`src/hw/rtl/sfr_crc_pkg.sv`:
```
// Shared types, constants and the byte-wide CRC-32 update for the sync frame receiver.
// Used by sync_frame_receiver_crc32 and sfr_crc_out_skid; depends on nothing else.
`default_nettype none

package sfr_crc_pkg;

  localparam int PAYLOAD_LIMIT = 1024;

  localparam logic [7:0] SYNC_FIRST_RESET  = 8'hAA;
  localparam logic [7:0] SYNC_SECOND_RESET = 8'h55;

  localparam logic [31:0] CRC_POLY = 32'hEDB88320;
  localparam logic [31:0] CRC_INIT = 32'hFFFFFFFF;

  localparam logic [0:0] REG_SYNC_FIRST  = 1'd0;
  localparam logic [0:0] REG_SYNC_SECOND = 1'd1;

  localparam logic [1:0] KIND_PAYLOAD = 2'd0;
  localparam logic [1:0] KIND_GOOD    = 2'd1;
  localparam logic [1:0] KIND_CRCERR  = 2'd2;
  localparam logic [1:0] KIND_LENREJ  = 2'd3;

  localparam int OUT_DATA_W = 128;

  typedef struct packed {
    logic [1:0]  kind;
    logic [7:0]  payload_byte;
    logic [9:0]  payload_index;
    logic [7:0]  command;
    logic [15:0] sequence_res;
    logic [15:0] payload_length;
    logic [31:0] frames_good;
    logic [31:0] frames_bad;
  } result_t;

  function automatic logic [31:0] crc_byte(input logic [31:0] crc_in, input logic [7:0] b);
    logic [31:0] c;
    c = crc_in ^ {24'd0, b};
    for (int i = 0; i < 8; i++) begin
      c = c[0] ? ((c >> 1) ^ CRC_POLY) : (c >> 1);
    end
    return c;
  endfunction

endpackage

`default_nettype wire

```
`src/hw/rtl/sfr_crc_out_skid.sv`:
```
// Two-entry output register with skid stage for result beats.
// Depends on sfr_crc_pkg for the result type.
`default_nettype none

module sfr_crc_out_skid (
  input  wire                   clk,
  input  wire                   rst,
  input  wire                   push,
  input  sfr_crc_pkg::result_t  push_data,
  output logic                  ready,
  output logic                  valid,
  input  wire                   take,
  output sfr_crc_pkg::result_t  data
);

  logic                 main_valid;
  logic                 skid_valid;
  sfr_crc_pkg::result_t skid_data;

  assign ready = !skid_valid;
  assign valid = main_valid;

  always_ff @(posedge clk) begin
    if (rst) begin
      main_valid <= 1'b0;
      skid_valid <= 1'b0;
    end else begin
      if (main_valid && take) begin
        if (skid_valid) begin
          skid_valid <= 1'b0;
        end else if (!push) begin
          main_valid <= 1'b0;
        end
      end else if (push) begin
        if (!main_valid) begin
          main_valid <= 1'b1;
        end else begin
          skid_valid <= 1'b1;
        end
      end
    end
  end

  always_ff @(posedge clk) begin
    if (main_valid && take) begin
      if (skid_valid) begin
        data <= skid_data;
      end else if (push) begin
        data <= push_data;
      end
    end else if (push) begin
      if (!main_valid) begin
        data <= push_data;
      end else begin
        skid_data <= push_data;
      end
    end
  end

endmodule

`default_nettype wire

```
`src/hw/rtl/sync_frame_receiver_crc32.sv`:
```
// Top level of the sync frame receiver: sync hunt, header parse, cut-through payload, CRC-32 check.
// Depends on sfr_crc_pkg and sfr_crc_out_skid.
`default_nettype none

// The receiver takes one byte per beat and can accept a new byte in every cycle while the
// output side keeps up; each byte is fully processed in the cycle it is accepted, and its
// result, if any, is registered in the output register. The combinational byte-wide CRC-32
// update sets the rate. A two-entry output register lets one result wait while the next
// byte is taken; the input stalls only when both entries are full. Frames start with the
// programmable two-byte sync pattern, followed by command, little-endian length and
// sequence, the payload and a little-endian CRC-32 trailer over header and payload.
module sync_frame_receiver_crc32 (
  input  wire         clk,
  input  wire         rst,
  input  wire         cfg_we,
  input  wire  [0:0]  cfg_index,
  input  wire  [7:0]  cfg_data,
  input  wire         s_tvalid,
  output logic        s_tready,
  // Fields from bit 0 up: rx_byte[7:0].
  input  wire  [7:0]  s_tdata,
  output logic        m_tvalid,
  input  wire         m_tready,
  // Fields from bit 0 up: payload_byte[7:0], payload_index[17:8], command[25:18],
  // sequence_res[41:26], payload_length[57:42], frames_good[89:58], frames_bad[121:90].
  output logic [sfr_crc_pkg::OUT_DATA_W-1:0] m_tdata,
  // Fields from bit 0 up: kind[1:0].
  output logic [1:0]  m_tuser
);

  localparam logic [2:0] PH_HUNT0 = 3'd0;
  localparam logic [2:0] PH_HUNT1 = 3'd1;
  localparam logic [2:0] PH_HEAD  = 3'd2;
  localparam logic [2:0] PH_DATA  = 3'd3;
  localparam logic [2:0] PH_TRAIL = 3'd4;

  localparam logic [16:0] LIMIT = 17'(sfr_crc_pkg::PAYLOAD_LIMIT);

  logic [7:0]  sync_first;
  logic [7:0]  sync_second;

  logic [2:0]  phase, phase_next;
  logic [15:0] remaining, remaining_next;
  logic [2:0]  header_pos, header_pos_next;
  logic [7:0]  cur_command, cur_command_next;
  logic [15:0] cur_length, cur_length_next;
  logic [15:0] cur_sequence, cur_sequence_next;
  logic [9:0]  data_count, data_count_next;
  logic [31:0] running_crc, running_crc_next;
  logic [31:0] trailer_crc, trailer_crc_next;
  logic [31:0] good_count, good_count_next;
  logic [31:0] bad_count, bad_count_next;

  logic        accept;
  logic        res_push;
  logic        res_ready;
  logic        has_result;
  logic [1:0]  res_kind;
  logic [7:0]  res_byte;
  logic [9:0]  res_index;
  logic [7:0]  b;
  logic [31:0] crc_upd;
  logic [15:0] rem_dec;

  sfr_crc_pkg::result_t res_data;
  sfr_crc_pkg::result_t out_data;

  assign b        = s_tdata;
  assign s_tready = res_ready;
  assign accept   = s_tvalid && s_tready;
  assign res_push = accept && has_result;
  assign crc_upd  = sfr_crc_pkg::crc_byte(running_crc, b);
  assign rem_dec  = remaining - 16'd1;

  always_ff @(posedge clk) begin
    if (rst) begin
      sync_first  <= sfr_crc_pkg::SYNC_FIRST_RESET;
      sync_second <= sfr_crc_pkg::SYNC_SECOND_RESET;
    end else if (cfg_we) begin
      unique case (cfg_index)
        sfr_crc_pkg::REG_SYNC_FIRST:  sync_first  <= cfg_data;
        sfr_crc_pkg::REG_SYNC_SECOND: sync_second <= cfg_data;
        default: ;
      endcase
    end
  end

  always_comb begin
    phase_next        = phase;
    remaining_next    = remaining;
    header_pos_next   = header_pos;
    cur_command_next  = cur_command;
    cur_length_next   = cur_length;
    cur_sequence_next = cur_sequence;
    data_count_next   = data_count;
    running_crc_next  = running_crc;
    trailer_crc_next  = trailer_crc;
    good_count_next   = good_count;
    bad_count_next    = bad_count;
    has_result        = 1'b0;
    res_kind          = sfr_crc_pkg::KIND_PAYLOAD;
    res_byte          = 8'd0;
    res_index         = 10'd0;

    unique case (phase)
      PH_HUNT0: begin
        if (b == sync_first) begin
          phase_next = PH_HUNT1;
        end
      end
      PH_HUNT1: begin
        if (b == sync_second) begin
          phase_next       = PH_HEAD;
          header_pos_next  = 3'd0;
          running_crc_next = sfr_crc_pkg::CRC_INIT;
          data_count_next  = 10'd0;
          trailer_crc_next = 32'd0;
        end else if (b != sync_first) begin
          phase_next = PH_HUNT0;
        end
      end
      PH_HEAD: begin
        running_crc_next = crc_upd;
        case (header_pos)
          3'd0:    cur_command_next  = b;
          3'd1:    cur_length_next   = {cur_length[15:8], b};
          3'd2:    cur_length_next   = {b, cur_length[7:0]};
          3'd3:    cur_sequence_next = {cur_sequence[15:8], b};
          default: cur_sequence_next = {b, cur_sequence[7:0]};
        endcase
        header_pos_next = header_pos + 3'd1;
        if (header_pos == 3'd4) begin
          header_pos_next = 3'd0;
          data_count_next = 10'd0;
          trailer_crc_next = 32'd0;
          if ({1'b0, cur_length} > LIMIT) begin
            bad_count_next   = bad_count + 32'd1;
            has_result       = 1'b1;
            res_kind         = sfr_crc_pkg::KIND_LENREJ;
            phase_next       = PH_HUNT0;
            remaining_next   = 16'd0;
            running_crc_next = sfr_crc_pkg::CRC_INIT;
          end else if (cur_length == 16'd0) begin
            phase_next     = PH_TRAIL;
            remaining_next = 16'd4;
          end else begin
            phase_next     = PH_DATA;
            remaining_next = cur_length;
          end
        end
      end
      PH_DATA: begin
        running_crc_next = crc_upd;
        data_count_next  = data_count + 10'd1;
        remaining_next   = rem_dec;
        has_result       = 1'b1;
        res_kind         = sfr_crc_pkg::KIND_PAYLOAD;
        res_byte         = b;
        res_index        = data_count;
        if (rem_dec == 16'd0) begin
          phase_next     = PH_TRAIL;
          remaining_next = 16'd4;
        end
      end
      PH_TRAIL: begin
        trailer_crc_next = {b, trailer_crc[31:8]};
        remaining_next   = rem_dec;
        if (rem_dec == 16'd0) begin
          has_result = 1'b1;
          if (~running_crc == trailer_crc_next) begin
            good_count_next = good_count + 32'd1;
            res_kind        = sfr_crc_pkg::KIND_GOOD;
          end else begin
            bad_count_next = bad_count + 32'd1;
            res_kind       = sfr_crc_pkg::KIND_CRCERR;
          end
          phase_next       = PH_HUNT0;
          header_pos_next  = 3'd0;
          data_count_next  = 10'd0;
          running_crc_next = sfr_crc_pkg::CRC_INIT;
          trailer_crc_next = 32'd0;
        end
      end
      default: begin
        phase_next       = PH_HUNT0;
        remaining_next   = 16'd0;
        header_pos_next  = 3'd0;
        data_count_next  = 10'd0;
        running_crc_next = sfr_crc_pkg::CRC_INIT;
        trailer_crc_next = 32'd0;
      end
    endcase
  end

  always_comb begin
    res_data.kind           = res_kind;
    res_data.payload_byte   = res_byte;
    res_data.payload_index  = res_index;
    res_data.command        = cur_command_next;
    res_data.sequence_res   = cur_sequence_next;
    res_data.payload_length = cur_length_next;
    res_data.frames_good    = good_count_next;
    res_data.frames_bad     = bad_count_next;
  end

  always_ff @(posedge clk) begin
    if (rst) begin
      phase        <= PH_HUNT0;
      remaining    <= 16'd0;
      header_pos   <= 3'd0;
      cur_command  <= 8'd0;
      cur_length   <= 16'd0;
      cur_sequence <= 16'd0;
      data_count   <= 10'd0;
      running_crc  <= sfr_crc_pkg::CRC_INIT;
      trailer_crc  <= 32'd0;
      good_count   <= 32'd0;
      bad_count    <= 32'd0;
    end else if (accept) begin
      phase        <= phase_next;
      remaining    <= remaining_next;
      header_pos   <= header_pos_next;
      cur_command  <= cur_command_next;
      cur_length   <= cur_length_next;
      cur_sequence <= cur_sequence_next;
      data_count   <= data_count_next;
      running_crc  <= running_crc_next;
      trailer_crc  <= trailer_crc_next;
      good_count   <= good_count_next;
      bad_count    <= bad_count_next;
    end
  end

  sfr_crc_out_skid u_out (
    .clk       (clk),
    .rst       (rst),
    .push      (res_push),
    .push_data (res_data),
    .ready     (res_ready),
    .valid     (m_tvalid),
    .take      (m_tready),
    .data      (out_data)
  );

  assign m_tuser = out_data.kind;
  assign m_tdata = {6'd0, out_data.frames_bad, out_data.frames_good, out_data.payload_length,
                    out_data.sequence_res, out_data.command, out_data.payload_index,
                    out_data.payload_byte};

  // A byte accepted in the payload phase always produces a payload beat.
  assert property (@(posedge clk) disable iff (rst)
    (accept && phase == PH_DATA) |-> (res_push && res_data.kind == sfr_crc_pkg::KIND_PAYLOAD))
    else $error("payload byte did not produce a payload beat");

  // The trailer countdown stays between one and four.
  assert property (@(posedge clk) disable iff (rst)
    (phase == PH_TRAIL) |-> (remaining != 16'd0 && remaining <= 16'd4))
    else $error("trailer countdown out of range");

  // A good frame result advances the good counter by exactly one.
  assert property (@(posedge clk) disable iff (rst)
    (res_push && res_data.kind == sfr_crc_pkg::KIND_GOOD) |=>
      (good_count == $past(good_count) + 32'd1 && bad_count == $past(bad_count)))
    else $error("good counter did not advance with a good frame");

  // The payload phase is only entered with a nonzero count of bytes left.
  assert property (@(posedge clk) disable iff (rst)
    (phase == PH_DATA) |-> (remaining != 16'd0))
    else $error("payload phase with no bytes left");

endmodule

`default_nettype wire
```
`config.mk`:
```
export PLATFORM = sky130hd
export DESIGN_NAME = sync_frame_receiver_crc32
export DESIGN_NICKNAME = d
export VERILOG_FILES = /design/src/hw/rtl/sfr_crc_pkg.sv /design/src/hw/rtl/sfr_crc_out_skid.sv /design/src/hw/rtl/sync_frame_receiver_crc32.sv
export SDC_FILE = /design/constraint.sdc
export NUM_CORES = 1
export LEC_CHECK = 0
export BUFFER_PORTS_ARGS = -buffer_cell sky130_fd_sc_hd__buf_2
export CAP_MARGIN = 25
export CORE_MARGIN = 2
export CORE_UTILIZATION = 55
export CTS_BUF_LIST = sky130_fd_sc_hd__clkbuf_8
export CTS_CLUSTER_SIZE = 25
export DETAILED_ROUTE_END_ITERATION = 12
export PLACE_DENSITY = 0.7
export SYNTH_ARGS = -nofsm -noshare
export SYNTH_HDL_FRONTEND = slang
export SYNTH_HIERARCHICAL = 1
export SYNTH_SLANG_ARGS = --single-unit
```
`constraint.sdc`:
```
create_clock -name clk -period 12 [get_ports clk]
set_input_delay 0.6 -clock clk [delete_from_list [all_inputs] [get_ports clk]]
set_output_delay 0.6 -clock clk [all_outputs]
set_load 0.02 [all_outputs]
```
==> results of run 1 <==
## layout make-up
cell class                 instances  area (um2)
fill                            3144       14560
sequential                       458       11650
multi-input combinational       1311        9205
clock buffer                      92        1266
timing repair buffer             170       984.7
tap                              518       648.1
clock inverter                    50       244.0
inverter                          24       90.09
## registers in the layout, summed over array words and instances (netlist names)
signal            count
bad_count            32
cur_command           8
cur_length           16
cur_sequence         16
data_count           10
good_count           32
header_pos            3
phase                 3
remaining            16
running_crc          32
sync_first            8
sync_second           8
trailer_crc          24
u_out/data          124
u_out/skid_data     124
u_out/skid_valid      1
u_out/valid           1
## tightest hold or removal path: stages
cell                      delay (ns)
sky130_fd_sc_hd__buf_2          0.09
sky130_fd_sc_hd__mux2i_1        0.06
sky130_fd_sc_hd__nand2_1        0.06
## through the flow
step | hold WS, ns | area (um2) | utilization, %
3_3_place_gp | 0.4383 | 22460 | 58.13
6_report | 0.1937 | 24090 | 62.33
5_1_grt | 0.1665 | 24090 | 62.33
2_1_floorplan | 0.4329 | 21500 | -
3_5_place_dp | 0.4478 | 22500 | 58.21
4_1_cts | 0.1558 | 24010 | 62.12
## routing by layer
metal  GRT usage, %  wire length [um]  vias to the layer above
met5              0                 0                        -
met4          10.40              1632                        0
met3          5.053              3403                       87
met2          38.67             23010                      496
met1          33.59             22300                     7471
li1               -                 -                     7356
## synthesized netlist by cell type (8+ instances only)
cell,n
sky130_fd_sc_hd__nand4_1,28
sky130_fd_sc_hd__ha_1,10
sky130_fd_sc_hd__buf_1,8
sky130_fd_sc_hd__edfxtp_1,248
sky130_fd_sc_hd__xor2_1,72
sky130_fd_sc_hd__mux2i_1,16
sky130_fd_sc_hd__or3_1,26
sky130_fd_sc_hd__o21ai_0,44
sky130_fd_sc_hd__mux2_4,60
sky130_fd_sc_hd__nand2_1,110
sky130_fd_sc_hd__buf_6,9
sky130_fd_sc_hd__or4_1,46
sky130_fd_sc_hd__o31ai_1,41
sky130_fd_sc_hd__mux2_2,86
sky130_fd_sc_hd__nor3_1,50
sky130_fd_sc_hd__clkbuf_1,101
sky130_fd_sc_hd__a31oi_1,11
sky130_fd_sc_hd__nand3_1,46
sky130_fd_sc_hd__and3_1,27
sky130_fd_sc_hd__a21oi_1,130
sky130_fd_sc_hd__nor2_1,166
sky130_fd_sc_hd__a22oi_1,45
sky130_fd_sc_hd__inv_1,23
sky130_fd_sc_hd__nor2b_1,9
sky130_fd_sc_hd__nor4_1,46
sky130_fd_sc_hd__xnor2_1,120
sky130_fd_sc_hd__dfxtp_1,210
sky130_fd_sc_hd__a22o_1,25
sky130_fd_sc_hd__buf_2,8
## power breakdown
| part | switching [mW] | leakage (nW) | internal [mW] | total [mW] |
|---|---|---|---|---|
| sequential | 0.0249 | 3.93 | 1.66 | 1.69 |
| combinational | 0.236 | 3.96 | 0.120 | 0.356 |
| clock | 0.626 | 0.870 | 0.718 | 1.34 |
| total | 0.887 | 8.76 | 2.50 | 3.39 |
## logic make-up after synthesis
kind of cell | Yosys count | synth area share, %
compound gates | 344 | 10.49
xor+xnor | 192 | 7.827
flops | 458 | 54.23
other cells | 1 | 0.01745
fa+ha+maj | 10 | 0.5823
simple gates | 597 | 14.18
mux | 162 | 9.446
buf+inv | 157 | 3.226
## how the worst max path moves through the flow
stage / startpoint / cells after the start / end / slack, ns
2_1_floorplan: remaining[0] / 10 / u_out/data[0] / 3.11
3_3_place_gp: remaining[0] / 12 / u_out/data[66] / 7.41
3_5_place_dp: remaining[1] / 12 / u_out/data[65] / 7.24
4_1_cts: remaining[0] / 12 / u_out/data[35] / 7.24
5_1_grt: remaining[0] / 10 / u_out/skid_data[95] / 6.82
6_report: remaining[1] / 10 / u_out/skid_data[65] / 7.21
==> results by stage, run 1 <==
Critical path:
- The number of cells on the worst reg-to-reg path is 10.
- The slack of the worst reg-to-reg path is 7.21 ns.
- The worst setup path is captured at a flop.
- Traced cell by cell, the critical path runs through inv_1, ha_1, nor3b_1, nand4_1, xor2_1, o2111a_1, nand2_1, a21oi_1, and3_4, buf_4.
- The delay of the slowest cell on the worst path is between 0.8 and 0.9 ns.
- The cell with the largest stage delay on the worst path is sky130_fd_sc_hd__and3_4.
- Data on the critical path is required at its endpoint by 12.25 ns.
- Data on the critical path arrives at its endpoint at 5.04 ns.
- The launch point of the worst reg-to-reg path is remaining[1].
- Of all nets on the critical path, the largest fanout is 64.
- Counting both buffers and inverters, the worst setup path holds a total of 2.
- The cell family contributing the most delay on the critical path is simple AND/OR/NAND/NOR gates.
- The worst setup path is launched from a flop.
- The endpoint identified for the worst register-to-register timing path is u_out/skid_data[65].
- The path type of the worst setup path is flop to flop.

Placed design:
- The number of placed instances, taps included, is 2477.
- The detailed placer's ending HPWL is 32.30 mm.
- The number of buffers inserted by port buffering is 147.
- The congestion estimate from routability-driven global placement came to 0.8641.
- The worst slack at placement is between 7 and 8 ns.

Layout:
- The finished layout holds around 2600 standard cells, fillers aside.
- The top cell types in the final layout, fill and taps aside, are sky130_fd_sc_hd__edfxtp_1 (248), sky130_fd_sc_hd__dfxtp_1 (210), sky130_fd_sc_hd__nor2_1 (166).
- The library cell used most frequently in the layout, excluding fill and tap cells, is sky130_fd_sc_hd__edfxtp_1.
- The count of nets after finishing is between 2000 and 2500.
- The proportion of layout cells with a drive suffix above 1 is 21.09%.
- The number of antenna diodes in the final layout is 0.
- The area growth from synthesis to final layout is 12.12%.

Global routing:
- The first global-routing pass estimated 80.37 mm of wire.
- After global routing the overflow that remains totals 0.
- Entering global routing, the biggest net connects 95 pins.
- Global routing used 24.71% of the available tracks across all layers.
- The via count of the first global-routing pass is between 10000 and 15000.
- The initial antenna violation count is 0.

Yosys:
- In the synthesized netlist the dominant register cell turns out to be sky130_fd_sc_hd__edfxtp_1.
- The number of synthesized register bits is around 460.
- Yosys mapped a number of flops with a built-in enable equal to 248.
- The number of standard cells after synthesis is 1921.
- For this run, asynchronously set or reset flops after synthesis account for 0%.
- The leading area contributor after synthesis is sky130_fd_sc_hd__edfxtp_1.
- Averaged over all synthesized cells, the footprint is 11.18 um2.
- The distinct cell type count of the synthesized netlist is 65.
- By area the synthesized netlist is led by sky130_fd_sc_hd__edfxtp_1 (35%), sky130_fd_sc_hd__dfxtp_1 (20%), sky130_fd_sc_hd__xnor2_1 (4.9%).
- The sequential element share of the synthesized area is 54.23%.
- The top cell type by area accounts for 34.66% of the synthesized area.
- The Yosys step of the flow raised 6 warnings.
- The netlist area before placement is around 21000 um2.

STA:
- Based on the critical path, the design can be clocked at up to 208.7 MHz.
- Dividing the final minimum period by the clock period gives 39.93%.
- The worst-case headroom to the max-slew limit is 29.52%.
- The routed design could run at a clock period as short as approximately 4.8 ns.
- The count of final hold-check violations is 0.
- Once routing completed, OpenROAD measured the worst setup slack at 7.209 ns.
- Setup repair after global routing left no endpoint under its margin.
- The actual slew at the worst max-slew pin is between 1 and 1.5 ns.
- The count of pins over their slew limit is 0.
- The number of failing setup endpoints in the final timing report is 0.
- In the final timing run, aggregate negative setup slack is 0 ns.
- The clock arrives with 0.03942 ns of skew.

Floorplanning:
- The die width is 201.7 um.
- The standard-cell row count is 72.
- From bottom edge to top edge, the die measures 201.7 um.
- The number of I/O pins is 154.
- The area of the core region is 38650 um2.
- The die covers 40660 um2.
- For this configuration, the core starts out at a cell density of 55.59%.

Clock tree:
- Counting every sink on the clock net gives 458.
- The worst-case clock buffer depth is 3.
- The buffer type at the clock tree root is sky130_fd_sc_hd__clkbuf_8.
- The clock tree synthesis step divided the H-tree into 3 levels.
- TritonCTS built the clock tree.
- The number of setup buffers added after CTS is 0.
- TritonCTS created 76 clock buffers.
- Clock-pin slew was measured on the worst setup and hold paths at 0.06 ns.
- The clock latency on the worst-skew pair is approximately 0.65 ns.
- In this run, post-CTS hold repair placed 0 buffers.
- The count of instances resized after the clock tree is built is 0.

Drt:
- The routed wire length is 50.34 mm.
- In the final routed layout, each cell accounts on average for 19.19 um.
- The detailed-route via count is 15410.
- The mean number of vias per cell is 5.875.
- The first routing iteration left 1416 violations.
- The detailed-routing iteration count for the pre-antenna-repair pass is 8.
- The final routed DRC violation total is 0.
- The count of nets left with antenna violations after detail routing is 0.

Power and ir drop:
- The power density normalized to cell area is 140.7 nW/um2.
- The worst-case vdd ir drop is 0.1082 mV.
- The post-route total power is 3.390 mW.
- Summed over all cells, the static leakage comes to roughly 8.8 nW.

Worst hold path:
- The worst hold path passes through 3 cells.
- In this run the most critical hold path is launched from cfg_data[7].
- The worst hold path terminates at sync_first[7].
- The worst hold path belongs to the class input port to flop.

Status:
- The flow ran to the end, and the final reports show no timing, DRC or antenna violations.

Run:
- Max-cap violations in this run came to 0.
Power figures use the tool's default switching activity.
==> run 2, diff against run 1 <==
- PLACE_DENSITY: 0.7 -> 0.73
- clock period: 12 -> 4.1 ns (I/O delays scaled with it)
==> run 2 against run 1 <==
Combinational power grew to 3.1 times the previous value. Sequential power grew to 2.9 times the previous value. Total power grew to 2.9 times the previous value. Non-clock buffer count grew 37. Hold slack lost 0.12 ns. Clock-buffer cell count shrank 10. Cell count grew 1.1%. Utilization grew 0.68 points. Largest power group unchanged. Highest routed layer unchanged.
==> results by stage, run 2 (same netlist as run 1, synthesis figures left out) <==
Critical path:
- The slack of the worst reg-to-reg path is 0.28 ns (-6.93 ns).
- Among all stages on the critical path, the largest delay is contributed by sky130_fd_sc_hd__nor3b_1.
- The number of buffers and inverters on the critical path is 2 (unchanged).
- The largest fanout on the critical path came to 78 (+22%).
- The delay of the slowest cell on the worst path was 0.50 ns (-0.34 ns).
- The kind of end point of the critical path is a flop.
- The signal on the critical path passes through inv_1, ha_1, nor3b_1, nand4_1, xor2_2, o2111ai_4, o31a_2, buf_12, nor4_1, xor2_1, mux2_2.
- The number of cells on the critical path is 11 (+1).
- The worst-case reg-to-reg path depth is 11 (+1).
- The worst register-to-register path begins at remaining[1].
- The arrival time at the worst endpoint is 4.19 ns (-0.85 ns).
- The cell family contributing the most delay on the critical path is simple AND/OR/NAND/NOR gates.
- The type of origin of the critical path is a flop.
- The worst register-to-register path ends at u_out/data[24].
- The path type of the worst setup path is flop to flop.
- The critical path required time is 4.47 ns (-7.78 ns).

Drt:
- The starting DRC count in detailed routing was 1382 (-2.4%).
- The final routed DRC violation total came to 0 (unchanged).
- The detailed-routing iteration count for the pre-antenna-repair pass is 6 (-2).
- The routed wire length was 50.78 mm (+0.87%).
- The routed wire length on met2 is 24.31 mm (+5.7%).
- The count of nets left with antenna violations after detail routing was 0 (unchanged).
- The detailed-route via count is 15610 (+1.3%).
- The final routed wire length divided by cell count is 19.15 um (-0.23%).
- The mean number of vias per cell is 5.887 (+0.20%).
- The routed length on met1 is 22.37 mm (+0.33%).
- The met3 routed wirelength is 2.928 mm (-14%).
- The top layer used by detailed routing is met4.

Power and ir drop:
- The proportion of total power due to net switching is 26.53% (+0.36 points).
- The proportion of power drawn by flip-flops and latches came to 50.1% (+0.3 points).
- The internal power component is 7.236 mW (+190%).
- The switching power was 2.613 mW (+190%).
- The portion of total power attributed to combinational logic is 11.2% (+0.7 points).
- The power density normalized to cell area is 404.5 nW/um2 (+190%).
- The proportion of power drawn by the clock network is 38.7% (-1.0 points).
- The static leakage power was 8.872 nW (+1.3%).
- The worst-case vdd ir drop came to 0.2836 mV (+160%).

Floorplanning:
- The starting utilization of the core area was 55.59% (unchanged).
- The vertical extent of the die is 201.7 um (unchanged).
- The area of the core region came to 38650 um2 (unchanged).
- The die width is 201.7 um (unchanged).
- The area of the die is 40660 um2 (unchanged).
- The standard-cell row count is 72 (unchanged).
- The number of I/O pins is 154 (unchanged).

STA:
- The tightest hold margin is 0.07079 ns (-0.1229 ns).
- The upper clock frequency limit is 261.8 MHz (+25%).
- The worst clock skew is 0.02577 ns (-0.01365 ns).
- Setup repair after global routing left no endpoint under its margin.
- The count of pins over their slew limit is 0 (unchanged).
- The count of final hold-check violations is 0 (unchanged).
- The worst-case headroom to the max-slew limit is 35.76% (+6.2 points).
- The shortest clock period the worst path allows after layout is 3.819 ns (-0.9720 ns).
- The number of failing setup endpoints in the final timing report is 0 (unchanged).
- The final critical-path share of the clock period came to 93.16% (+53 points).
- The actual slew at the worst max-slew pin is 0.9615 ns (-0.09225 ns).

Placed design:
- The final RePlAce weighted congestion is 0.9289 (+7.5%).
- The detailed placer's ending HPWL is 33.21 mm (+2.8%).
- The number of buffers inserted by port buffering is 147 (unchanged).

Clock tree:
- The total number of H-tree levels was 3 (unchanged).
- TritonCTS built the clock tree.
- The post-CTS setup buffer count is 0 (unchanged).
- The number of buffers inserted for hold repair after clock tree synthesis came to 13 (+13).
- The number of buffers created by CTS came to 75 (-1.3%).
- The count of instances resized after the clock tree is built was 0 (unchanged).
- The worst-case clock buffer depth is 3 (unchanged).
- Clock tree synthesis selected as its root buffer the cell sky130_fd_sc_hd__clkbuf_8.
- The number of sinks on the clock net is 458 (unchanged).
- The clock latency on the worst-skew pair was 0.63 ns (-0.02 ns).
- The clock-pin transition on the worst setup and hold timing paths is 0.06 ns (about the same).

Worst hold path:
- The terminating pin of the worst hold path is bad_count[1].
- In this run the worst hold path is classified as input port to flop.
- The startpoint of the worst hold path is rst.
- The count of cells along the worst hold path was 2 (-1).

Layout:
- The library cells used most frequently in the layout, excluding fill and tap cells, are sky130_fd_sc_hd__edfxtp_1 (248), sky130_fd_sc_hd__dfxtp_1 (209), sky130_fd_sc_hd__nor2_1 (166).
- The count of nets after finishing is 2109 (+1.7%).
- In the final layout, the registers with the most flip-flops are u_out/data: 124 flops, u_out/skid_data: 124 flops.
- The proportion of layout cells with a drive suffix above 1 came to 22.13% (+1.0 points).
- The area growth from synthesis to layout is 13.34%.
- The number of fill cells in the layout is 3055 (-2.8%).
- The share of the core filled with cells in the final layout is 63.01% (+0.68 points).
- The library cell used most frequently in the layout, excluding fill and tap cells, is sky130_fd_sc_hd__edfxtp_1.

Global routing:
- The global-route congestion overflow total is 0 (unchanged).
- The global-route wire length before repair is 81.50 mm (+1.4%).
- The global-route usage over all layers came to 24.85% (+0.14 points).
- The maximum number of pins on one net before global-route repair is 122 (+28%).
- The via count of the first global-routing pass is 15270 (+3.3%).
- The initial antenna violation count is 1 (+1).

Run:
- The reported max-cap violation count is 0 (unchanged).

Status:
- The run finished with clean final reports.
[run 2: cell types whose count changed in the layout (fill, tap and decap cells not counted), moves of 3 or more]
| cell | before | now |
|---|---|---|
| sky130_fd_sc_hd__buf_12 | 1 | 8 |
| sky130_fd_sc_hd__buf_16 | 3 | 0 |
| sky130_fd_sc_hd__buf_4 | 17 | 39 |
| sky130_fd_sc_hd__clkbuf_8 | 92 | 82 |
| sky130_fd_sc_hd__clkinv_2 | 8 | 17 |
| sky130_fd_sc_hd__dlygate4sd3_1 | 0 | 13 |
| sky130_fd_sc_hd__inv_1 | 50 | 42 |
[run 2: worst max-delay path by stage]
stage,from,to,slack (ns)
finish,remaining[1],u_out/data[24],0.28
global route,remaining[1],u_out/data[28],0.09
CTS,remaining[1],u_out/data[24],0.33
detailed placement,remaining[1],u_out/data[1],0.34
global placement,remaining[1],u_out/data[1],0.47
floorplan,remaining[0],u_out/data[0],-0.57
[run 2: area by class of cell]
| class | instances | area [um2] | area share, % |
|---|---|---|---|
| Antenna cell | 1 | 2.502 | 0.01028 |
| Clock buffer | 82 | 1129 | 4.635 |
| Sequential cell | 458 | 11650 | 47.85 |
| Inverter | 24 | 90.09 | 0.3700 |
| Multi-Input combinational cell | 1311 | 9214 | 37.84 |
| Timing Repair Buffer | 207 | 1325 | 5.441 |
| Tap cell | 518 | 648.1 | 2.662 |
| Clock inverter | 51 | 290.3 | 1.192 |
[run 2: power by group through the flow]
stage                     Combinational [mW]  Sequential, mW  Clock [mW]
final                                   1.11            4.93        3.81
after global routing                    1.19            4.94        4.11
after CTS                               1.09            4.93        3.90
after detailed placement                1.08            5.03           0
after global placement                  1.07            5.02           0
after floorplan                        0.758            5.03           0
[run 2: metrics by stage]
stage	TNS, ns	setup slack, ns	area [um2]	total power, mW	instances
finish	0	0.2806	24350	9.849	2652
global route	0	0.08701	24350	10.24	2652
CTS	0	0.3314	24350	9.925	2651
detailed placement	0	0.3432	22800	6.105	2505
global placement	0	0.4746	22800	6.090	2505
floorplan	-79.27	-0.5738	21530	5.785	1926
[run 2: routing by layer]
layer | global-route usage [%] | vias up
li1 | - | 7423
met1 | 33.61 | 7644
met2 | 40.64 | 459
met3 | 4.244 | 85
met4 | 8.456 | 0
met5 | 0 | -
==> run 3, diff against run 2 <==
--- a/config.mk
+++ b/config.mk
@@ -14,3 +14,3 @@
 export DETAILED_ROUTE_END_ITERATION = 12
-export PLACE_DENSITY = 0.73
+export PLACE_DENSITY = 0.87
 export SYNTH_ARGS = -nofsm -noshare
==> constraint.sdc (replaced) <==
create_clock -name clk -period 4.1 [get_ports clk]
set_input_delay 0.615 -clock clk [delete_from_list [all_inputs] [get_ports clk]]
set_output_delay 0.615 -clock clk [all_outputs]
set_load 0.02 [all_outputs]
==> run 3 against run 2 <==
Total power shrank 1.6%. Combinational power is essentially flat. Clock-buffer cell count grew 1. First-iteration DRC count grew 23%. Utilization shrank 0.42 points. Critical endpoint is now u_out/data[1].
==> results by stage, run 3 (same netlist as run 1, synthesis figures left out) <==
Floorplanning:
- The starting utilization of the core area came to 55.59% (unchanged).
- The standard-cell row count is 72 (unchanged).
- The area of the core region was 38650 um2 (unchanged).
- The area of the die is 40660 um2 (unchanged).
- The vertical extent of the die came to 201.7 um (unchanged).
- The number of I/O pins is 154 (unchanged).
- The die width came to 201.7 um (unchanged).

Status:
- The flow ran to the end, and the final reports show no timing, DRC or antenna violations.

STA:
- The number of failing setup endpoints in the final timing report is 0 (unchanged).
- The worst-case headroom to the max-slew limit is 27.60% (-8.2 points).
- The post-layout worst setup margin is 0.3452 ns (+0.06454 ns).
- The count of pins over their slew limit is 0 (unchanged).
- The actual slew at the worst max-slew pin came to 1.084 ns (+0.1222 ns).
- The worst clock skew is 0.02713 ns (+0.001355 ns).
- The upper clock frequency limit was 266.3 MHz (+1.7%).
- Setup repair after global routing left no endpoint under its margin.
- The shortest clock period the worst path allows after layout is 3.755 ns (-0.06454 ns).
- The count of final hold-check violations is 0 (unchanged).
- The final critical-path share of the clock period is 91.58% (-1.6 points).

Drt:
- The routed wire length is 51.32 mm (+1.1%).
- The final routed DRC violation total is 0 (unchanged).
- The mean number of vias per cell is 6.051 (+2.8%).
- The detailed-route via count came to 16020 (+2.6%).
- The final routed wire length divided by cell count was 19.39 um (+1.3%).
- The detailed-routing iteration count for the pre-antenna-repair pass is 6 (unchanged).
- The count of nets left with antenna violations after detail routing is 0 (unchanged).
- The starting DRC count in detailed routing is 1694 (+23%).

Clock tree:
- The number of buffers created by CTS is 75 (unchanged).
- The buffer type at the clock tree root is sky130_fd_sc_hd__clkbuf_8.
- The number of buffers inserted for hold repair after clock tree synthesis was 0 (-13).
- TritonCTS built the clock tree.
- The clock latency on the worst-skew pair is 0.62 ns (about the same).
- The total number of H-tree levels came to 3 (unchanged).
- The clock-pin transition on the worst setup and hold timing paths is 0.06 ns (about the same).
- The worst-case clock buffer depth is 3 (unchanged).
- The post-CTS setup buffer count came to 0 (unchanged).
- The number of sinks on the clock net is 458 (unchanged).

Critical path:
- The slack of the worst reg-to-reg path was 0.35 ns (+0.06 ns).
- The endpoint of the lowest-slack register-to-register path is u_out/data[1].
- The path type of the worst setup path is flop to flop.
- The worst-case reg-to-reg path depth is 10 (-1).
- The worst register-to-register path begins at remaining[1].
- The worst setup path is captured at a flop.
- The type of origin of the critical path is a flop.
- The critical path required time is 4.46 ns (about the same).
- The arrival time at the worst endpoint is 4.12 ns (-0.07 ns).
- The start point of the critical path is remaining[1].
- The largest fanout on the critical path was 18 (-77%).

Global routing:
- The global-route usage over all layers is 24.71% (-0.14 points).
- The via count of the first global-routing pass is 15290 (+0.14%).
- The global-route congestion overflow total was 0 (unchanged).
- The global-route wire length before repair came to 80.96 mm (-0.65%).
- The maximum number of pins on one net before global-route repair is 103 (-16%).
- The initial antenna violation count is 0 (-1).

Layout:
- The total inserted antenna cells is 0 (-1).
- The number of standard cells in the final layout excluding fillers is 2647 (-0.19%).
- The area occupied by registers is 11650 um2 (unchanged).
- The count of nets after finishing is 2101 (-0.38%).
- The area growth from synthesis to final layout is 12.58%.
- Leaving out fill and tap cells, the most frequent cell in the layout is sky130_fd_sc_hd__edfxtp_1.
- The number of fill cells in the layout came to 2900 (-5.1%).
- In the final layout, the registers with the most flip-flops are u_out/data: 124 flops, u_out/skid_data: 124 flops.
- The area of the multi-input gates was 9215 um2 (about the same).
- The summed area of non-filler cells in the final layout is 24190 um2 (-0.66%).
- In the layout the commonest cells are sky130_fd_sc_hd__edfxtp_1 (248), sky130_fd_sc_hd__dfxtp_1 (209), sky130_fd_sc_hd__nor2_1 (166).
- The proportion of layout cells with a drive suffix above 1 is 21.94% (-0.19 points).

Power and ir drop:
- The power density normalized to cell area is 400.7 nW/um2 (-0.93%).
- The worst-case vdd ir drop was 0.2587 mV (-8.8%).
- The static leakage power came to 8.806 nW (-0.75%).

Run:
- The reported max-cap violation count is 0 (unchanged).

Placed design:
- The final RePlAce weighted congestion was 0.9268 (-0.23%).
- The worst slack at placement came to 0.2556 ns (-0.08762 ns).
- The cell area reported after detailed placement came to 22770 um2 (-0.12%).
- The detailed placer's ending HPWL is 33.47 mm (+0.78%).
- The cell count after placement came to 2508 (+0.12%).
- The number of buffers inserted by port buffering is 147 (unchanged).

Worst hold path:
- The count of cells along the worst hold path is 3 (+1).
- The worst hold path begins at cfg_data[1].
- The class of the tightest hold or removal check is input port to flop.
- The worst hold path terminates at sync_first[1].
## run 3: changes by cell type in the layout (fill, tap and decap cells not counted), sizes merged, moves of 4 or more
| cell | change |
|---|---|
| dlygate4sd3 | -13 |
| inv | +8 |
| clkinv | -5 |
| buf | +4 |
## run 3: per-stage QoR
step / util (%) / setup TNS [ns] / hold WS (ns) / power [mW]
after floorplan: - / -79.27 / 0.4329 / 5.785
after global placement: 58.93 / 0 / 0.4382 / 6.059
after detailed placement: 58.93 / 0 / 0.4491 / 6.089
after CTS: 62.49 / 0 / 0.2130 / 9.743
after global routing: 62.59 / 0 / 0.2393 / 10.05
final: 62.59 / 0 / 0.2464 / 9.692
## run 3: worst max path at each step
stage | end | slack, ns | cells past startpoint
2_1_floorplan | u_out/data[0] | -0.57 | 10
6_report | u_out/data[1] | 0.35 | 10
3_3_place_gp | u_out/data[1] | 0.40 | 10
4_1_cts | u_out/data[1] | 0.26 | 10
5_1_grt | u_out/data[1] | 0.08 | 10
3_5_place_dp | u_out/data[1] | 0.26 | 10
## run 3: critical path, stage by stage, from the launching register on
cell and delay, ns:
sky130_fd_sc_hd__dfxtp_1 0.38, sky130_fd_sc_hd__inv_1 0.11, sky130_fd_sc_hd__ha_1 0.29, sky130_fd_sc_hd__nor3b_1 0.46, sky130_fd_sc_hd__nand4_1 0.27, sky130_fd_sc_hd__xor2_2 0.25, sky130_fd_sc_hd__o2111ai_4 0.13, sky130_fd_sc_hd__o31a_2 0.47
sky130_fd_sc_hd__clkinvlp_4 0.46, sky130_fd_sc_hd__mux2_2 0.40, sky130_fd_sc_hd__mux2_2 0.26
## run 3: per-layer routing
metal  track usage (%)  share of wire (%)  vias up
li1                  -                  -     7428
met1             32.83                 42     7753
met2             40.49                 48      713
met3             4.130                7.4      123
met4             9.848                3.2        0
met5                 0                  0        -
## run 3: power breakdown
group | switching [mW] | internal [mW] | total, mW
logic | 0.724 | 0.370 | 1.09
clock network | 1.81 | 1.87 | 3.67
registers | 0.0546 | 4.87 | 4.93
total | 2.58 | 7.11 | 9.69
## run 3: what timing repair did
action	CTS	global route
resized for setup	0	1
endpoints found under the hold margin	0	0
setup endpoints to repair	0	9
## run 3: area by class of cell
cell class              count  share of cell area, %
flip-flops and latches    458                  48.17
clock inverters            54                 0.9724
well taps                 518                  2.679
clock buffers              83                  4.723
multi-input cells        1311                  38.10
inverters                  24                 0.3879
repair buffers            199                  4.971
